`src/sv/rtt_pkg.sv`:
```
// Package for the repeating timer table: payload structs, operation and
// result codes, and the control struct that steers each cell of the chain.
// No dependencies.
package rtt_pkg;

    // Fixed field widths of the channels
    localparam int OP_BITS   = 2;
    localparam int IN_TIME_W = 32;
    localparam int REP_BITS  = 16;
    localparam int IN_TAG_W  = 16;
    localparam int KIND_BITS = 3;

    // Operation codes
    localparam logic [OP_BITS-1:0] OP_TICK     = 2'd0;
    localparam logic [OP_BITS-1:0] OP_SCHEDULE = 2'd1;
    localparam logic [OP_BITS-1:0] OP_UNSCHED  = 2'd2;
    localparam logic [OP_BITS-1:0] OP_CLEAR    = 2'd3;

    // Result kinds
    localparam logic [KIND_BITS-1:0] K_SCHEDULED = 3'd0;
    localparam logic [KIND_BITS-1:0] K_FULL      = 3'd1;
    localparam logic [KIND_BITS-1:0] K_REMOVED   = 3'd2;
    localparam logic [KIND_BITS-1:0] K_NOT_FOUND = 3'd3;
    localparam logic [KIND_BITS-1:0] K_CLEARED   = 3'd4;
    localparam logic [KIND_BITS-1:0] K_FIRED     = 3'd5;

    typedef struct packed {
        logic [OP_BITS-1:0]   operation;
        logic [IN_TIME_W-1:0] elapsed;
        logic [IN_TIME_W-1:0] period;
        logic [REP_BITS-1:0]  repeat_count;
        logic [IN_TAG_W-1:0]  target_id;
    } t_in_item;

    typedef struct packed {
        logic [KIND_BITS-1:0] kind;
        logic [IN_TAG_W-1:0]  timer_tag;
        logic                 last;
    } t_out_item;

    // Per-cell load selection
    typedef struct packed {
        logic take_next;   // shift from the right-hand neighbour
        logic take_head;   // re-enter the processed head entry at the ring tail
        logic take_new;    // load a freshly scheduled timer
    } t_cell_ctrl;

endpackage

```
`src/sv/rtt_if.sv`:
```
// Valid/ready channel interfaces for the timer table's input and result
// streams. Depends on rtt_pkg for the payload structs.
interface rtt_in_if ();
    import rtt_pkg::*;
    logic     valid;
    logic     ready;
    t_in_item data;
    modport source (output valid, output data, input ready);
    modport sink   (input valid, input data, output ready);
endinterface

interface rtt_out_if ();
    import rtt_pkg::*;
    logic      valid;
    logic      ready;
    t_out_item data;
    modport source (output valid, output data, input ready);
    modport sink   (input valid, input data, output ready);
endinterface

```
`src/sv/repeating_timer_table.sv`:
```
// Repeating timer table: up to SLOTS timers held in a chain of cells in
// schedule order. Schedule and clear are taken in idle and give one result.
// Tick and unschedule on a table of live timers pass from the accepting
// state to a pass in which the chain moves one timer per cycle, while no
// firing waits on a full output, through the head unit at cell 0 and back in at
// the ring tail, then to a flush state that delivers the final result. On an
// empty table an unschedule gives its result at once, like schedule, and a tick
// gives none. The result side can stall the pass and the flush. Fired timers are
// reported in table order, the last result of a tick flagged.
module repeating_timer_table #(
    parameter int SLOTS     = 16,
    parameter int TIME_BITS = 32,
    parameter int TAG_BITS  = 16
) (
    input  logic      i_clk,
    input  logic      i_rst_n,
    rtt_in_if.sink    i_in,
    rtt_out_if.source o_out
);
    import rtt_pkg::*;

    localparam int EW = TAG_BITS + 2*TIME_BITS + REP_BITS;
    localparam int CW = $clog2(SLOTS + 1);

    localparam logic [1:0] ST_IDLE  = 2'd0;
    localparam logic [1:0] ST_PASS  = 2'd1;
    localparam logic [1:0] ST_FLUSH = 2'd2;

    logic [1:0]           r_state,    n_state;
    logic [CW-1:0]        r_count,    n_count;
    logic [CW-1:0]        r_left,     n_left;
    logic [TAG_BITS-1:0]  r_next_tag, n_next_tag;
    logic                 r_tick,     n_tick;
    logic [TIME_BITS-1:0] r_elapsed,  n_elapsed;
    logic [TAG_BITS-1:0]  r_target,   n_target;
    logic                 r_found,    n_found;
    logic                 r_pvalid,   n_pvalid;
    logic [TAG_BITS-1:0]  r_ptag,     n_ptag;
    logic                 r_ovalid,   n_ovalid;
    t_out_item            r_out,      n_out;

    logic             out_free;
    logic             in_fire;
    logic             pop;
    logic             sched_write;
    logic             head_fire;
    logic             head_drop;
    logic [EW-1:0]    head_out;
    logic [EW-1:0]    new_entry;
    logic [EW-1:0]    cell_q [SLOTS];
    t_cell_ctrl       cell_ctrl [SLOTS];
    logic [TIME_BITS-1:0] new_period;

    assign out_free   = !r_ovalid || o_out.ready;
    assign i_in.ready = (r_state == ST_IDLE) && out_free;
    assign in_fire    = i_in.valid && i_in.ready;

    assign new_period = TIME_BITS'(i_in.data.period);
    assign new_entry  = {r_next_tag, new_period, new_period, i_in.data.repeat_count};

    // Head unit on the entry leaving cell 0
    rtt_head #(
        .TIME_BITS (TIME_BITS),
        .TAG_BITS  (TAG_BITS)
    ) u_head (
        .i_tick    (r_tick),
        .i_elapsed (r_elapsed),
        .i_target  (r_target),
        .i_found   (r_found),
        .i_entry   (cell_q[0]),
        .o_entry   (head_out),
        .o_fire    (head_fire),
        .o_drop    (head_drop)
    );

    // A pop waits only when a firing needs the output and it is still full
    assign pop = (r_state == ST_PASS) &&
                 !(r_tick && head_fire && r_pvalid && !out_free);

    // Cell chain; the ring spans cells below the live count
    for (genvar gi = 0; gi < SLOTS; gi++) begin : g_cell
        logic [EW-1:0] next_q;
        if (gi == SLOTS - 1) begin : g_end
            assign next_q = '0;
        end else begin : g_mid
            assign next_q = cell_q[gi+1];
        end
        assign cell_ctrl[gi].take_next = pop && (CW'(gi + 1) < r_count);
        assign cell_ctrl[gi].take_head = pop && (CW'(gi + 1) == r_count) && !head_drop;
        assign cell_ctrl[gi].take_new  = sched_write && (CW'(gi) == r_count);

        rtt_cell #(
            .W (EW)
        ) u_cell (
            .i_clk   (i_clk),
            .i_ctrl  (cell_ctrl[gi]),
            .i_next  (next_q),
            .i_head  (head_out),
            .i_new   (new_entry),
            .o_entry (cell_q[gi])
        );
    end

    // Sequencer and result staging
    always_comb begin
        n_state     = r_state;
        n_count     = r_count;
        n_left      = r_left;
        n_next_tag  = r_next_tag;
        n_tick      = r_tick;
        n_elapsed   = r_elapsed;
        n_target    = r_target;
        n_found     = r_found;
        n_pvalid    = r_pvalid;
        n_ptag      = r_ptag;
        n_ovalid    = r_ovalid && !o_out.ready;
        n_out       = r_out;
        sched_write = 1'b0;

        unique case (r_state)
            ST_IDLE: begin
                if (in_fire) begin
                    unique case (i_in.data.operation)
                        OP_SCHEDULE: begin
                            n_ovalid = 1'b1;
                            if (r_count == CW'(SLOTS)) begin
                                n_out = '{kind: K_FULL, timer_tag: '0, last: 1'b1};
                            end else begin
                                sched_write = 1'b1;
                                n_count     = r_count + CW'(1);
                                n_next_tag  = r_next_tag + TAG_BITS'(1);
                                n_out = '{kind: K_SCHEDULED,
                                          timer_tag: IN_TAG_W'(r_next_tag),
                                          last: 1'b1};
                            end
                        end
                        OP_CLEAR: begin
                            n_count  = '0;
                            n_ovalid = 1'b1;
                            n_out    = '{kind: K_CLEARED, timer_tag: '0, last: 1'b1};
                        end
                        OP_UNSCHED: begin
                            n_tick   = 1'b0;
                            n_target = TAG_BITS'(i_in.data.target_id);
                            n_found  = 1'b0;
                            n_left   = r_count;
                            if (r_count == '0) begin
                                n_ovalid = 1'b1;
                                n_out = '{kind: K_NOT_FOUND,
                                          timer_tag: IN_TAG_W'(TAG_BITS'(i_in.data.target_id)),
                                          last: 1'b1};
                            end else begin
                                n_state = ST_PASS;
                            end
                        end
                        OP_TICK: begin
                            n_tick    = 1'b1;
                            n_elapsed = TIME_BITS'(i_in.data.elapsed);
                            n_pvalid  = 1'b0;
                            n_left    = r_count;
                            if (r_count != '0) begin
                                n_state = ST_PASS;
                            end
                        end
                    endcase
                end
            end
            ST_PASS: begin
                if (pop) begin
                    n_left = r_left - CW'(1);
                    if (head_drop) begin
                        n_count = r_count - CW'(1);
                    end
                    if (!r_tick && head_drop) begin
                        n_found = 1'b1;
                    end
                    // hold the newest firing back until we know if it is the last
                    if (r_tick && head_fire) begin
                        if (r_pvalid) begin
                            n_ovalid = 1'b1;
                            n_out = '{kind: K_FIRED, timer_tag: IN_TAG_W'(r_ptag),
                                      last: 1'b0};
                        end
                        n_pvalid = 1'b1;
                        n_ptag   = cell_q[0][EW-1 -: TAG_BITS];
                    end
                    if (r_left == CW'(1)) begin
                        n_state = ST_FLUSH;
                    end
                end
            end
            ST_FLUSH: begin
                if (out_free) begin
                    n_state = ST_IDLE;
                    if (r_tick) begin
                        if (r_pvalid) begin
                            n_ovalid = 1'b1;
                            n_pvalid = 1'b0;
                            n_out = '{kind: K_FIRED, timer_tag: IN_TAG_W'(r_ptag),
                                      last: 1'b1};
                        end
                    end else begin
                        n_ovalid = 1'b1;
                        n_out = '{kind: r_found ? K_REMOVED : K_NOT_FOUND,
                                  timer_tag: IN_TAG_W'(r_target), last: 1'b1};
                    end
                end
            end
            default: begin
                n_state = ST_IDLE;
            end
        endcase
    end

    // Control registers
    always_ff @(posedge i_clk) begin
        if (!i_rst_n) begin
            r_state    <= ST_IDLE;
            r_count    <= '0;
            r_left     <= '0;
            r_next_tag <= '0;
            r_tick     <= 1'b0;
            r_found    <= 1'b0;
            r_pvalid   <= 1'b0;
            r_ovalid   <= 1'b0;
        end else begin
            r_state    <= n_state;
            r_count    <= n_count;
            r_left     <= n_left;
            r_next_tag <= n_next_tag;
            r_tick     <= n_tick;
            r_found    <= n_found;
            r_pvalid   <= n_pvalid;
            r_ovalid   <= n_ovalid;
        end
    end

    // Payload registers
    always_ff @(posedge i_clk) begin
        r_elapsed <= n_elapsed;
        r_target  <= n_target;
        r_ptag    <= n_ptag;
        r_out     <= n_out;
    end

    assign o_out.valid = r_ovalid;
    assign o_out.data  = r_out;

    // Checks on the sequencer
    a_count_bound: assert property (@(posedge i_clk) disable iff (!i_rst_n)
        r_count <= CW'(SLOTS))
        else $error("live count above table size");

    a_pass_left: assert property (@(posedge i_clk) disable iff (!i_rst_n)
        (r_state == ST_PASS) |-> (r_left != '0) && (r_left <= r_count))
        else $error("pass counter out of range");

    a_pending_busy: assert property (@(posedge i_clk) disable iff (!i_rst_n)
        r_pvalid |-> (r_state != ST_IDLE) && r_tick)
        else $error("pending firing outside a tick");

    a_sched_result: assert property (@(posedge i_clk) disable iff (!i_rst_n)
        (in_fire && (i_in.data.operation == OP_SCHEDULE) && (r_count != CW'(SLOTS)))
        |=> r_ovalid && (r_out.kind == K_SCHEDULED) && (r_count == $past(r_count) + CW'(1)))
        else $error("schedule transaction without its result");

endmodule

```
`src/sv/rtt_cell.sv`:
```
// One cell of the timer chain: holds a packed timer entry and loads it from
// its neighbour, the processed head entry or a new timer. Uses rtt_pkg.
module rtt_cell #(
    parameter int W = 96
) (
    input  logic                i_clk,
    input  rtt_pkg::t_cell_ctrl i_ctrl,
    input  logic [W-1:0]        i_next,
    input  logic [W-1:0]        i_head,
    input  logic [W-1:0]        i_new,
    output logic [W-1:0]        o_entry
);
    import rtt_pkg::*;

    logic [W-1:0] r_entry;
    logic [W-1:0] n_entry;

    // Load selection; the controls are mutually exclusive
    always_comb begin
        n_entry = r_entry;
        if (i_ctrl.take_next) begin
            n_entry = i_next;
        end else if (i_ctrl.take_head) begin
            n_entry = i_head;
        end else if (i_ctrl.take_new) begin
            n_entry = i_new;
        end
    end

    always_ff @(posedge i_clk) begin
        r_entry <= n_entry;
    end

    assign o_entry = r_entry;

endmodule

```
`src/sv/rtt_head.sv`:
```
// Head processing unit: ages the entry leaving cell 0 during a tick, or
// checks it against the target id during an unschedule. Uses rtt_pkg.
module rtt_head #(
    parameter int TIME_BITS = 32,
    parameter int TAG_BITS  = 16
) (
    input  logic                                             i_tick,
    input  logic [TIME_BITS-1:0]                             i_elapsed,
    input  logic [TAG_BITS-1:0]                              i_target,
    input  logic                                             i_found,
    input  logic [TAG_BITS+2*TIME_BITS+rtt_pkg::REP_BITS-1:0] i_entry,
    output logic [TAG_BITS+2*TIME_BITS+rtt_pkg::REP_BITS-1:0] o_entry,
    output logic                                             o_fire,
    output logic                                             o_drop
);
    import rtt_pkg::*;

    localparam int EW = TAG_BITS + 2*TIME_BITS + REP_BITS;

    logic [TAG_BITS-1:0]  tag;
    logic [TIME_BITS-1:0] period;
    logic [TIME_BITS-1:0] remaining;
    logic [REP_BITS-1:0]  repeats;
    logic [TIME_BITS-1:0] aged;
    logic [TIME_BITS-1:0] n_remaining;
    logic [REP_BITS-1:0]  n_repeats;

    // Entry layout: {tag, period, remaining, repeats}
    assign tag       = i_entry[EW-1 -: TAG_BITS];
    assign period    = i_entry[2*TIME_BITS+REP_BITS-1 -: TIME_BITS];
    assign remaining = i_entry[TIME_BITS+REP_BITS-1 -: TIME_BITS];
    assign repeats   = i_entry[REP_BITS-1:0];

    // Saturating subtract of the elapsed time
    assign aged = (remaining > i_elapsed) ? (remaining - i_elapsed) : '0;

    always_comb begin
        o_fire      = 1'b0;
        o_drop      = 1'b0;
        n_remaining = remaining;
        n_repeats   = repeats;
        if (i_tick) begin
            n_remaining = aged;
            if (aged == '0) begin
                o_fire = 1'b1;
                if (repeats == REP_BITS'(1)) begin
                    o_drop = 1'b1;
                end else begin
                    // count of zero repeats forever
                    if (repeats != '0) begin
                        n_repeats = repeats - REP_BITS'(1);
                    end
                    n_remaining = period;
                end
            end
        end else begin
            // only the first matching timer goes
            o_drop = !i_found && (tag == i_target);
        end
    end

    assign o_entry = {tag, period, n_remaining, n_repeats};

endmodule
```
`src/flat_wrapper.sv`:
```
// flat-port wrapper written by rule: the top's interface ports become plain ports
module repeating_timer_table_flat import rtt_pkg::*;
#(
    parameter int SLOTS     = 16,
    parameter int TIME_BITS = 32,
    parameter int TAG_BITS  = 16
)
  (i_clk, i_rst_n, i_in_valid, i_in_data, i_in_ready, o_out_valid, o_out_data, o_out_ready);
  rtt_in_if i_in_i ();
  rtt_out_if o_out_i ();
  input  logic i_clk;
  input  logic i_rst_n;
  input wire logic [$bits(i_in_i.valid)-1:0] i_in_valid;
  input wire logic [$bits(i_in_i.data)-1:0] i_in_data;
  output wire logic [$bits(i_in_i.ready)-1:0] i_in_ready;
  output wire logic [$bits(o_out_i.valid)-1:0] o_out_valid;
  output wire logic [$bits(o_out_i.data)-1:0] o_out_data;
  input wire logic [$bits(o_out_i.ready)-1:0] o_out_ready;
  assign i_in_i.valid = i_in_valid;
  assign i_in_i.data = i_in_data;
  assign i_in_ready = i_in_i.ready;
  assign o_out_valid = o_out_i.valid;
  assign o_out_data = o_out_i.data;
  assign o_out_i.ready = o_out_ready;
  repeating_timer_table #(.SLOTS(SLOTS), .TIME_BITS(TIME_BITS), .TAG_BITS(TAG_BITS)) u_core (.i_clk(i_clk), .i_rst_n(i_rst_n), .i_in(i_in_i), .o_out(o_out_i));
endmodule
```
`config.mk`:
```
export PLATFORM = sky130hd
export DESIGN_NAME = repeating_timer_table_flat
export DESIGN_NICKNAME = d
export VERILOG_FILES = /design/src/sv/rtt_pkg.sv /design/src/sv/rtt_if.sv /design/src/sv/repeating_timer_table.sv /design/src/sv/rtt_cell.sv /design/src/sv/rtt_head.sv /design/src/flat_wrapper.sv
export SDC_FILE = /design/constraint.sdc
export NUM_CORES = 2
export LEC_CHECK = 0
export ABC_CLOCK_PERIOD_IN_PS = 17900
export BUFFER_PORTS_ARGS = -buffer_cell sky130_fd_sc_hd__buf_2
export CAP_MARGIN = 20
export CORE_UTILIZATION = 65
export DETAILED_ROUTE_END_ITERATION = 6
export PLACE_DENSITY = 0.78
export SKIP_CTS_REPAIR_TIMING = 1
export SYNTH_ARGS = -nofsm -noshare
export SYNTH_HDL_FRONTEND = slang
export SYNTH_HIERARCHICAL = 1
export SYNTH_SLANG_ARGS = --single-unit
```
`constraint.sdc`:
```
create_clock -name i_clk -period 17.9 [get_ports i_clk]
set_clock_uncertainty 0.1 [all_clocks]
set_input_delay 1.79 -clock i_clk [delete_from_list [all_inputs] [get_ports i_clk]]
set_output_delay 1.79 -clock i_clk [all_outputs]
set_load 0.01 [all_outputs]
```
==> run_results.csv <==
group,metric,value,unit
status,outcome,"finished, violations left",
status,violations,"DRC",
grt,grt-ovfl-total,0,
clocking,max-clock-path-buffers,3,
power_and_ir_drop,vdd_drop_max,0.0939,mV
route,number_of_violations_reported_at_the_end_of_detailed_routing_iteration_0,8117,
flow_run,max_cap_violations,0,
clocking,tritoncts,"built",
route,route.detailed.vias_per_inst,6.67,
timing,rsz0062_at_grt,"no",
synthesis,synth.cell_area,0.0877,mm^2
synthesis,synth_top_flop_cell,"sky130_fd_sc_hd__edfxtp_1",
worst_setup_path,timing.critical_path.slowest_stage_cell,"sky130_fd_sc_hd__or3_4",
worst_setup_path,critical_path.startpoint_type,"flop",
clocking,clock-sinks,1652,
synthesis,asyncSetResetFlopFracSynth,0,%
clocking,cts_htree_levels,4,
synthesis,synth_top_area_share,55.5,%
worst_setup_path,wp_data_arrival,8500,ps
timing,achievable-frequency,122,MHz
timing,drv_slew,0,
final_layout,area_overhead_of_the_layout_relative_to_synthesis,6.91,%
placed_design,preCtsSetupSlack,9830,ps
synthesis,synthSimpleGateAreaFrac,9.05,%
timing,finalSetupViolations,0,
placed_design,gpl.final_weighted_congestion,0.881,
synthesis,synth_edf_count,1620,
synthesis,number_of_instances_in_the_synthesized_netlist,7747,
synthesis,largest_family_of_logic_cells_by_synthesized_area,"multiplexers",
worst_setup_path,cpPeakStageDelay,830,ps
route,route.antenna.remaining_nets,0,
synthesis,synth-xor-area-share,0.629,%
final_layout,num_antenna_cells,0,
floorplanning,design.core.area,0.134,mm^2
timing,finalWorstSetupSlack,9730,ps
worst_setup_path,path_max_fanout,54,
synthesis,yosysMostFrequentCell,"sky130_fd_sc_hd__nand2_1",
grt,number_of_global_route_vias_before_repair,62500,
route,vias,63700,
final_layout,final_layout_size_suffix_gt1_share,7.61,%
floorplanning,die_area,0.136,mm^2
clocking,number_of_buffers_inserted_during_clock_tree_synthesis,170,
synthesis,yosysUniqueCellTypes,92,
floorplanning,die-width,369,um
power_and_ir_drop,cellInternalPower,6840,uW
synthesis,syn_area_per_cell,11.3,um^2
timing,worst_hold_slack,405,ps
power_and_ir_drop,post-layout-total-power,9820,uW
final_layout,final_design_area_no_fill,0.0938,mm^2
clocking,clk_latency,830,ps
worst_setup_path,critPathMostFrequentCell,"sky130_fd_sc_hd__buf_4",
synthesis,synth-seq-cells,1652,
power_and_ir_drop,power.density,105,mW/mm^2
floorplanning,chipHeight,369,um
worst_hold_path,min_path_cells,2,
final_layout,design.final.nets,7809,
placed_design,hpwlAfterDp,139,mm
power_and_ir_drop,leakage,0.0265,uW
timing,hold_viol_final,0,
power_and_ir_drop,fraction_of_power_consumed_by_combinational_cells,17.5,%
floorplanning,ports,124,
timing,tightestPinTransition,1190,ps
floorplanning,placement_rows,134,
worst_setup_path,setup.worst_path.class,"flop to flop",
route,dr.pass1.iters,7,
synthesis,synth.cells.most_frequent,"sky130_fd_sc_hd__nand2_1, sky130_fd_sc_hd__edfxtp_1, sky130_fd_sc_hd__mux2i_1",
floorplanning,initial_core_util,65.6,%
placed_design,post_dp_cell_area,0.0884,mm^2
worst_setup_path,cp_data_required_time,18230,ps
timing,timing.final.crit_share,45.6,%
synthesis,synth-seq-area-share,56.2,%
synthesis,synth.largest_area_cell,"sky130_fd_sc_hd__edfxtp_1",
synthesis,synth_compound_area_share,10.9,%
worst_setup_path,cp_cell_sequence,"ha_1 -> fa_1 -> nand2b_1 -> a211oi_1 -> a2bb2oi_1 -> a21oi_2 -> xnor2_1 -> or4_1 -> nor4b_2 -> nand4_1 -> o21ai_2 -> buf_4 -> nand2_1 -> o31ai_4 -> buf_4 -> or2_2 -> nor2_4 -> buf_4 -> or3_4 -> buf_4",
clocking,clk_pin_slew_worst_paths,60,ps
worst_setup_path,endpoint_kind,"flop",
synthesis,yosys-top-cells-area,"sky130_fd_sc_hd__edfxtp_1, sky130_fd_sc_hd__mux2i_1, sky130_fd_sc_hd__nand2_1, sky130_fd_sc_hd__o21ai_0, sky130_fd_sc_hd__o21ai_1",
worst_setup_path,ff2ff_path_depth,20,
grt,pin_count_of_the_biggest_net_entering_global_routing,194,
route,drcViolationCount,15,
final_layout,fillerInstances,9437,
power_and_ir_drop,switching_share,30.3,%
power_and_ir_drop,seq_power_share,48.0,%
route,totalWireLength,248,mm
placed_design,buffer_ports.inserted,123,
grt,track_usage,35.8,%
synthesis,muxShareOfSynthArea,17.6,%
synthesis,ys.warnings.count,6,
worst_hold_path,hold_class,"flop to flop",
grt,antenna_violations_before_repair,5,
route,detail_route.wl_per_cell,25.9,um
power_and_ir_drop,clockPowerShare,34.6,%
synthesis,post_synth_fa_ha_maj_area_fraction,0.708,%
clocking,cts.root.buffer_cell,"sky130_fd_sc_hd__clkbuf_16",
timing,setup_tns,0,ps
timing,slew_headroom,20.4,%
timing,post-route-min-period,8170,ps
grt,global_route_wire_length_before_repair,375,mm
power_and_ir_drop,power_switching,2980,uW
critical path, delay by kind of cell, from the launching register on:
| kind | cells | cell delay [ps] |
|---|---|---|
| buf+inv | 4 | 1790 |
| simple gates | 8 | 2760 |
| fa+ha+maj | 2 | 660 |
| compound gates | 5 | 1910 |
| flops | 1 | 370 |
| xor+xnor | 1 | 160 |
final timing paths:
| check | startpoint | end | slack (ps) |
|---|---|---|---|
| max | u_core/r_elapsed[0] | u_core/g_cell[2].u_cell/o_entry[78] | 9730 |
| min | u_core/r_left[1] | u_core/r_left[1] | 410 |
| min reg2reg | u_core/r_left[1] | u_core/r_left[1] | 410 |
| max reg2reg | u_core/r_elapsed[0] | u_core/g_cell[2].u_cell/o_entry[78] | 9730 |
state kept, by name, indices dropped and copies added, names as in the netlist, 5 cells and up:
register	count
u_core/r_count	5
u_core/o_out.data	20
u_core/r_left	5
u_core/g_cell.u_cell/o_entry	1536
u_core/r_ptag	16
u_core/r_elapsed	32
u_core/r_target	16
u_core/r_next_tag	16
through the flow:
step           util, %  instances
6_report          70.2       9560
5_1_grt           70.2       9560
4_1_cts           70.1       9552
3_5_place_dp      66.2       9246
3_3_place_gp      66.2       9244
2_1_floorplan        -       7842
kinds of logic (layout without fill, tap and decap cells):
| family | after synthesis | after routing |
|---|---|---|
| adder cells (fa/ha/maj) | 49 | 49 |
| XOR/XNOR | 63 | 63 |
| AO/OA/AOI/OAI | 1792 | 1792 |
| buffers and inverters | 681 | 631 |
| flip-flops | 1652 | 1652 |
| other | 1 | 96 |
| multiplexers | 1545 | 1545 |
| AND/OR/NAND/NOR | 1964 | 1964 |
cells in the final DEF, fill, tap and decap left out, types with 17 or more instances in the layout:
cell / n
sky130_fd_sc_hd__clkbuf_1: 39
sky130_fd_sc_hd__conb_1: 96
sky130_fd_sc_hd__nand2_1: 1661
sky130_fd_sc_hd__a21oi_1: 49
sky130_fd_sc_hd__a221o_1: 22
sky130_fd_sc_hd__clkinv_2: 26
sky130_fd_sc_hd__mux2i_1: 1544
sky130_fd_sc_hd__dfxtp_1: 32
sky130_fd_sc_hd__nor3_1: 43
sky130_fd_sc_hd__buf_4: 118
sky130_fd_sc_hd__clkinv_1: 44
sky130_fd_sc_hd__xor2_1: 26
sky130_fd_sc_hd__edfxtp_1: 1620
sky130_fd_sc_hd__nand3_1: 29
sky130_fd_sc_hd__nand4_1: 26
sky130_fd_sc_hd__inv_1: 63
sky130_fd_sc_hd__o21ai_1: 482
sky130_fd_sc_hd__ha_1: 48
sky130_fd_sc_hd__o21ai_0: 1099
sky130_fd_sc_hd__nor2_1: 58
sky130_fd_sc_hd__and2_1: 17
sky130_fd_sc_hd__xnor2_1: 24
sky130_fd_sc_hd__buf_2: 123
sky130_fd_sc_hd__clkbuf_16: 170
cell type report:
cell class                 count  area (um^2)  share of cell area (%)
inverter                      65          244                   0.260
timing repair buffer         260         1880                    2.01
clock buffer                 209         4400                    4.69
multi-input combinational   5509        34900                    37.3
clock inverter                97          797                   0.850
sequential                  1652        49300                    52.6
tap                         1768         2210                    2.36
power by group through the flow:
stage / sequential [uW] / clock, uW / combinational [uW]
2_1_floorplan: 4690 / 0 / 1070
3_3_place_gp: 4780 / 0 / 1610
6_report: 4710 / 3390 / 1720
3_5_place_dp: 4790 / 0 / 1650
5_1_grt: 4720 / 3550 / 1810
4_1_cts: 4710 / 3410 / 1660
layer usage:
metal	global-route usage (%)	vias to the layer above	share of wire, %
met1	47.7	31200	38
met2	58.3	3847	47
met5	0	-	0.023
met3	5.73	659	10
met4	15.6	10	4.4
li1	-	28100	-
(Power assumes the default switching activity.)
